==> config.mk <==
export PLATFORM = sky130hd
export DESIGN_NAME = thac_log
export DESIGN_NICKNAME = d
export VERILOG_FILES = /design/src/sv/thac_pkg.sv /design/src/sv/thac_log.sv
export SDC_FILE = /design/constraint.sdc
export NUM_CORES = 2
export LEC_CHECK = 0
export BUFFER_PORTS_ARGS = -buffer_cell sky130_fd_sc_hd__buf_2
export CAP_MARGIN = 40
export CORE_MARGIN = 1
export CORE_UTILIZATION = 25
export CTS_CLUSTER_DIAMETER = 30
export DETAILED_ROUTE_END_ITERATION = 7
export PLACE_DENSITY = 0.36
export SYNTH_ARGS = -nofsm -noshare
export SYNTH_HDL_FRONTEND = slang
export SYNTH_SLANG_ARGS = --single-unit
==> constraint.sdc <==
create_clock -name clk -period 6.8 [get_ports clk]
set_input_delay 0.34 -clock clk [delete_from_list [all_inputs] [get_ports clk]]
set_output_delay 0.34 -clock clk [all_outputs]
set_load 0.01 [all_outputs]
==> src/sv/thac_pkg.sv <==
`timescale 1ns / 1ps
package thac_pkg;

  localparam int LN_TABLE_ENTRIES_DEF = 64;
  localparam int TEMP_SCALE_DEF       = 500;

  // fixed-point widths
  localparam int LN_W      = 25;   // Q5.20 signed log
  localparam int LN_FRAC_W = 20;   // table entries, Q20 unsigned

  // output saturation limits
  localparam logic signed [17:0] TEMP_MAX = 18'sh1FFFF;
  localparam logic signed [17:0] TEMP_MIN = 18'sh20000;

  // 100 * 2^32, numerator of 1/T0
  localparam logic [38:0] INV_T0_NUM = 39'd100 << 32;

  // x / 100 == (x * RECIP100) >> RECIP100_SHIFT, exact for x < 2^30
  localparam logic [26:0] RECIP100       = 27'd85899346;
  localparam int          RECIP100_SHIFT = 33;

  // register map
  localparam int CFG_IDX_W  = 3;
  localparam int CFG_DATA_W = 20;
  localparam logic [CFG_IDX_W-1:0] CFG_BETA      = 3'd0;
  localparam logic [CFG_IDX_W-1:0] CFG_FULL      = 3'd1;
  localparam logic [CFG_IDX_W-1:0] CFG_ZERO_CK   = 3'd2;
  localparam logic [CFG_IDX_W-1:0] CFG_REF_TC    = 3'd3;
  localparam logic [CFG_IDX_W-1:0] CFG_NOMINAL   = 3'd4;
  localparam logic [CFG_IDX_W-1:0] CFG_DIVIDER   = 3'd5;

  localparam logic [13:0] BETA_RST    = 14'd3950;
  localparam logic [15:0] FULL_RST    = 16'd4095;
  localparam logic [15:0] ZERO_CK_RST = 16'd27315;
  localparam logic [14:0] REF_TC_RST  = 15'd2500;
  localparam logic [19:0] NOMINAL_RST = 20'd10000;
  localparam logic [19:0] DIVIDER_RST = 20'd10000;

  typedef enum logic [1:0] {
    STATUS_OK   = 2'd0,
    STATUS_OPEN = 2'd1,
    STATUS_FULL = 2'd2
  } status_t;

  // shift-subtract divide, elaboration use only
  function automatic logic [63:0] udiv64(input logic [63:0] a, input logic [63:0] d);
    logic [63:0] q;
    logic [63:0] r;
    q = '0;
    r = '0;
    for (int i = 63; i >= 0; i--) begin
      r = {r[62:0], a[i]};
      if (r >= d) begin
        r    = r - d;
        q[i] = 1'b1;
      end
    end
    return q;
  endfunction

  // ln(1 + n/nn) in Q20, rounded, via 2*atanh(n/(2nn+n))
  function automatic logic [63:0] ln_entry(input logic [63:0] n, input logic [63:0] nn);
    logic [63:0] u;
    logic [63:0] u2;
    logic [63:0] term;
    logic [63:0] sum;
    u    = udiv64(n << 32, 64'd2 * nn + n);
    u2   = (u * u) >> 32;
    term = u;
    sum  = '0;
    for (int k = 0; k < 40; k++) begin
      sum  = sum + udiv64(term, 64'(2 * k + 1));
      term = (term * u2) >> 32;
    end
    return (64'd2 * sum + 64'd2048) >> 12;
  endfunction

endpackage

==> src/sv/thac_log.sv <==
`timescale 1ns / 1ps
// ln(q / 2^16) in Q5.20: leading-one search, normalize, table plus linear interpolation.
module thac_log
  import thac_pkg::*;
#(
  parameter int LN_TABLE_ENTRIES = LN_TABLE_ENTRIES_DEF,
  parameter int WS               = 1
) (
  input  logic                   clk,
  input  logic                   rst,
  input  logic                   en,
  input  logic                   in_valid,
  input  logic [31:0]            q,
  input  logic [WS-1:0]          side_in,
  output logic                   out_valid,
  output logic signed [LN_W-1:0] ln,
  output logic [WS-1:0]          side_out
);

  localparam int IDX_W  = $clog2(LN_TABLE_ENTRIES);
  localparam int TAB_W  = $clog2(LN_TABLE_ENTRIES + 1);
  localparam int PROD_W = 31 + IDX_W;
  localparam logic [LN_FRAC_W-1:0] LN2 =
    LN_FRAC_W'(ln_entry(64'(LN_TABLE_ENTRIES), 64'(LN_TABLE_ENTRIES)));

  logic [LN_FRAC_W-1:0] ln_tab [LN_TABLE_ENTRIES+1];
  for (genvar i = 0; i <= LN_TABLE_ENTRIES; i++) begin : g_tab
    localparam logic [LN_FRAC_W-1:0] V =
      LN_FRAC_W'(ln_entry(64'(i), 64'(LN_TABLE_ENTRIES)));
    assign ln_tab[i] = V;
  end

  logic [5:0] vld;
  logic [WS-1:0] side [6];

  // stage 1: leading one
  logic [4:0]  msb;
  logic [31:0] q1;
  logic [4:0]  p1;
  always_comb begin
    msb = '0;
    for (int i = 0; i < 32; i++) begin
      if (q[i]) msb = 5'(i);
    end
  end

  // stage 2: normalized mantissa
  logic [31:0] shifted;
  logic [30:0] frac2;
  logic [4:0]  p2;
  assign shifted = q1 << (5'd31 - p1);

  // stage 3: table position
  logic [PROD_W-1:0] prod;
  logic [IDX_W-1:0]  idx3;
  logic [30:0]       rem3;
  logic [4:0]        p3;
  assign prod = PROD_W'(frac2) * PROD_W'(LN_TABLE_ENTRIES);

  // stage 4: table lookup
  logic [TAB_W-1:0]     at;
  logic [LN_FRAC_W-1:0] lo4;
  logic [LN_FRAC_W-1:0] diff4;
  logic [30:0]          rem4;
  logic [4:0]           p4;
  assign at = TAB_W'(idx3);

  // stage 5: interpolation
  logic [LN_FRAC_W+30:0] ip_prod;
  logic [LN_FRAC_W-1:0]  lo5;
  logic [LN_FRAC_W-1:0]  ip5;
  logic [4:0]            p5;
  assign ip_prod = (LN_FRAC_W+31)'(diff4) * (LN_FRAC_W+31)'(rem4);

  // stage 6: add exponent term
  logic signed [LN_W-1:0] expo;
  logic signed [LN_W-1:0] ln_next;
  assign expo    = LN_W'($signed({1'b0, p5}) - 6'sd16);
  assign ln_next = expo * $signed(LN_W'(LN2)) + $signed(LN_W'(lo5)) + $signed(LN_W'(ip5));

  always_ff @(posedge clk) begin
    if (rst) begin
      vld <= '0;
    end else if (en) begin
      vld <= {vld[4:0], in_valid};
    end
  end

  always_ff @(posedge clk) begin
    if (en) begin
      side[0] <= side_in;
      for (int s = 1; s < 6; s++) side[s] <= side[s-1];
      q1    <= q;
      p1    <= msb;
      frac2 <= shifted[30:0];
      p2    <= p1;
      idx3  <= prod[PROD_W-1:31];
      rem3  <= prod[30:0];
      p3    <= p2;
      lo4   <= ln_tab[at];
      diff4 <= ln_tab[at + TAB_W'(1)] - ln_tab[at];
      rem4  <= rem3;
      p4    <= p3;
      lo5   <= lo4;
      ip5   <= ip_prod[LN_FRAC_W+30:31];
      p5    <= p4;
      ln    <= ln_next;
    end
  end

  assign out_valid = vld[5];
  assign side_out  = side[5];

endmodule

==> metrics <==
slowest cell delay on critical path=0.55 ns; CP top delay family=adder cells; Max Clk Rate=144.7 MHz; DP Cell Count=between 5k and 6k; GR Overflow Total=0; CP endpoint=ip5[15]$_DFFE_PP_; RSZ-0062 raised after global routing=yes; GP Congestion=0.8207; stages on the worst setup path=23; crit path from=rem4[21]$_DFFE_PP_; gr usage total=15.41%; TritonCTS clock tree=yes; final setup skew=0.02753 ns; H-tree level count=3; Post-Synthesis Cell Area=roughly 0.032 mm²; count of different cell masters after synthesis=76; Initial Util=approximately 25%; WP data arrival=7.26 ns; nets=4345; Final setup violation count=4; Mapped Cells=3350; via count=23.72k; largest cells by area after synthesis=fa_1 28%, edfxtp_1 24%, ha_1 11%; Routed WL=100100 µm; die width=361.9 µm; vias in the first global route=between 20k and 30k; Max-Cap Viols=0; post-synthesis sequential area ratio=between 20% and 30%; Hold Crit Start=q[31]; DRT antenna net count=0; crit path max-delay cell type=fa_1; CP Class=flop to flop; crit path cell chain=and2_4 > fa_1 > fa_1 > inv_1 > fa_1 > inv_1 > fa_1 > fa_1 > fa_1 > inv_1 > fa_1 > inv_2 > ha_4 > a31o_2 > a221oi_4 > a311oi_2 > o311ai_4 > buf_6 > a21boi_2 > o31a_1 > a31oi_4 > o31a_1 > xnor2_1; Post-synth ARST share=0%; Clk Tree Root Cell=clkbuf_16; most used cell along the critical path=fa_1; Warnings, synthesis=0; die area=~0.13 mm²; Reg clk slew, reported paths=0.05 ns; Skew-Pair Late Insertion Delay=approximately 0.6 ns; FF-to-FF Start=rem4[21]$_DFFE_PP_; DR pass1 iterations=5; worst setup margin=-0.1089 ns; largest net degree at the start of global routing=140; DPL Wire Length=approximately 79000 µm; startpoint types=flop; crit end category=flop; CTS Buffer Depth=3; Area growth, synth to finish=21.91%; IO Port Bufs=63; Vias/cell=4.426; Final min period=6.909 ns; initial antenna violation count=2; Mapped Nets=4126; CP required=7.15 ns; worst-path maximum fanout=6; failing checks=setup timing; post-synth top area share=28.20%; worst reg2reg path endpoint=ip5[15]$_DFFE_PP_; Max-slew headroom=between 30% and 40%; outcome=complete, but fails checks; smallest hold slack=0.07388 ns; Final Max Tran Viols=0; Worst Path Buf+Inv=5; fin cells=approximately 5.4k; clk sinks=between 200 and 300; first-pass GRT wire length=153700 µm; Synth Area per Inst=9.664 µm²; Primary FF master, synth=edfxtp_1; flop2flop setup slack=-0.11 ns; initial drt markers=1226; Min-Delay Path Class=input port to flop; fraction of layout cells with a size suffix above 1=14.17%; largest area contributor in the netlist=fa_1; row cnt=131; Post-synth EDFFs=254; TritonCTS buffer count=73; Register-to-Register Path Depth=23; DRC violations left=0; DR WL/cell=about 19 µm; endpoints failing hold=0; Seq cells post-synth=260; fin crit share=101.6%; core outline area=roughly 0.13 mm²; Die Y=about 360 µm; I/O Pins=between 60 and 70; Least-Margin Pin Slew=approximately 0.94 ns
==> Yosys cell counts (13+ instances only) <==
| cell type | count |
|---|---|
| a211oi_1 | 21 |
| a21o_1 | 29 |
| a21oi_1 | 128 |
| a311oi_1 | 14 |
| a31oi_1 | 19 |
| and2_1 | 233 |
| buf_1 | 14 |
| clkbuf_1 | 170 |
| edfxtp_1 | 254 |
| fa_1 | 456 |
| ha_1 | 283 |
| inv_1 | 545 |
| mux2_2 | 17 |
| mux2i_1 | 38 |
| nand2_1 | 439 |
| nand3_1 | 42 |
| nor2_1 | 159 |
| nor2b_1 | 19 |
| nor3_1 | 39 |
| o211ai_1 | 33 |
| o21ai_0 | 124 |
| o22ai_1 | 14 |
| o311ai_0 | 13 |
| xnor2_1 | 47 |
| xor2_1 | 16 |
==> cells by family (layout without fill, tap and decap cells) <==
family	after synthesis	in the layout	share of synthesized area (%)
DFF	260	260	23.93
AOI/OAI and AO/OA	487	487	9.682
xor gates and xnor gates	64	64	1.755
and+or+nand+nor	990	990	14.25
muxes	67	67	2.601
adders and majority gates	739	739	39.14
buffers and inverters	743	1021	8.642
other	0	1	0
==> flip-flops by register name, summed over array words and instances, names as in the netlist <==
signal and cells:
vld 6, lo5 20, idx3 6, side 6, rem4 25, q1 31, p1 5, lo4 20
p2 5, ip5 20, ln 25, diff4 20, p4 5, frac2 31, p5 5, p3 5
rem3 25
==> layer usage <==
metal  vias up  GRT usage (%)  wire length [µm]
met1     11830          21.71             48660
met3       106          2.375              3628
li1      11330              -                 -
met2       449          24.47             45760
met4         2          4.046              2013
met5         -              0                20
==> area by class of cell <==
type	count	area (µm²)
diodes	1	2.502
clock buffers	83	1864
clock inverters	51	591.8
fillers	13480	88540
inverters	552	2072
multi-input cells	2347	22180
flip-flops and latches	260	7747
well taps	1729	2163
repair buffers	335	2841
==> worst reg2reg max path, cell delays in order, from the launching register on <==
cell and delay [ns]:
edfxtp_1 0.54, and2_4 0.22, fa_1 0.44, fa_1 0.55
inv_1 0.05, fa_1 0.47, inv_1 0.05, fa_1 0.46
fa_1 0.53, fa_1 0.52, inv_1 0.05, fa_1 0.49
inv_2 0.05, ha_4 0.27, a31o_2 0.18, a221oi_4 0.06
a311oi_2 0.37, o311ai_4 0.17, buf_6 0.16, a21boi_2 0.14
o31a_1 0.29, a31oi_4 0.15, o31a_1 0.32, xnor2_1 0.13
==> stage by stage <==
stage	cell area (µm²)	utilization, %	worst slack [ns]	setup TNS (ns)
after CTS	39200	30.62	-0.1814	-0.8838
after floorplan	32370	-	0.03283	0
final	39470	30.83	-0.1089	-0.2924
after global routing	39460	30.83	-0.3848	-2.909
after detailed placement	36120	28.22	-0.3320	-3.081
after global placement	36110	28.21	-0.2914	-2.426
==> timing repair <==
| action | CTS | global route |
|---|---|---|
| setup buffers | 12 | 3 |
| pin swaps | 29 | 30 |
| gates resized for setup | 42 | 57 |
| hold endpoints to repair | 38 | 0 |
| hold buffers | 35 | 0 |
| setup endpoints to repair | 14 | 20 |
==> placed cells by master (no fill, tap or decap), types with 16 or more instances in the layout <==
cell type      synthesis  final
clkinv_1               6     22
mux2_2                17     17
nor2_1               159    157
nor2b_1               19     19
nand3_1               42     42
ha_1                 283    276
and2_1               233    225
inv_1                545    539
o21ai_0              124    120
a21oi_1              128    124
buf_12                 0     23
xor2_1                16     16
xnor2_1               47     40
buf_2                  7     63
nor3_1                39     39
a31oi_1               19     19
clkbuf_16              0     73
a21o_1                29     28
mux2i_1               38     38
edfxtp_1             254    254
fa_1                 456    447
buf_6                  0     25
nand2_1              439    436
buf_4                  0    187
o211ai_1              33     33
a211oi_1              21     20
dlygate4sd3_1          0     35
==> how the worst min path moves through the flow <==
stage / to / slack (ns) / cells after the start
6_report: p1[1]$_SDFFCE_PP1P_ / 0.07 / 3
5_1_grt: p1[1]$_SDFFCE_PP1P_ / 0.06 / 3
4_1_cts: p1[1]$_SDFFCE_PP1P_ / 0.04 / 3
3_5_place_dp: lo5[7]$_DFFE_PP_ / 0.40 / 0
3_3_place_gp: rem3[17]$_DFFE_PP_ / 0.40 / 0
2_1_floorplan: idx3[0]$_DFFE_PP_ / 0.40 / 0
Power is not shown: default switching activity piles up to over one toggle a cycle in this logic, so the estimate is an artifact.
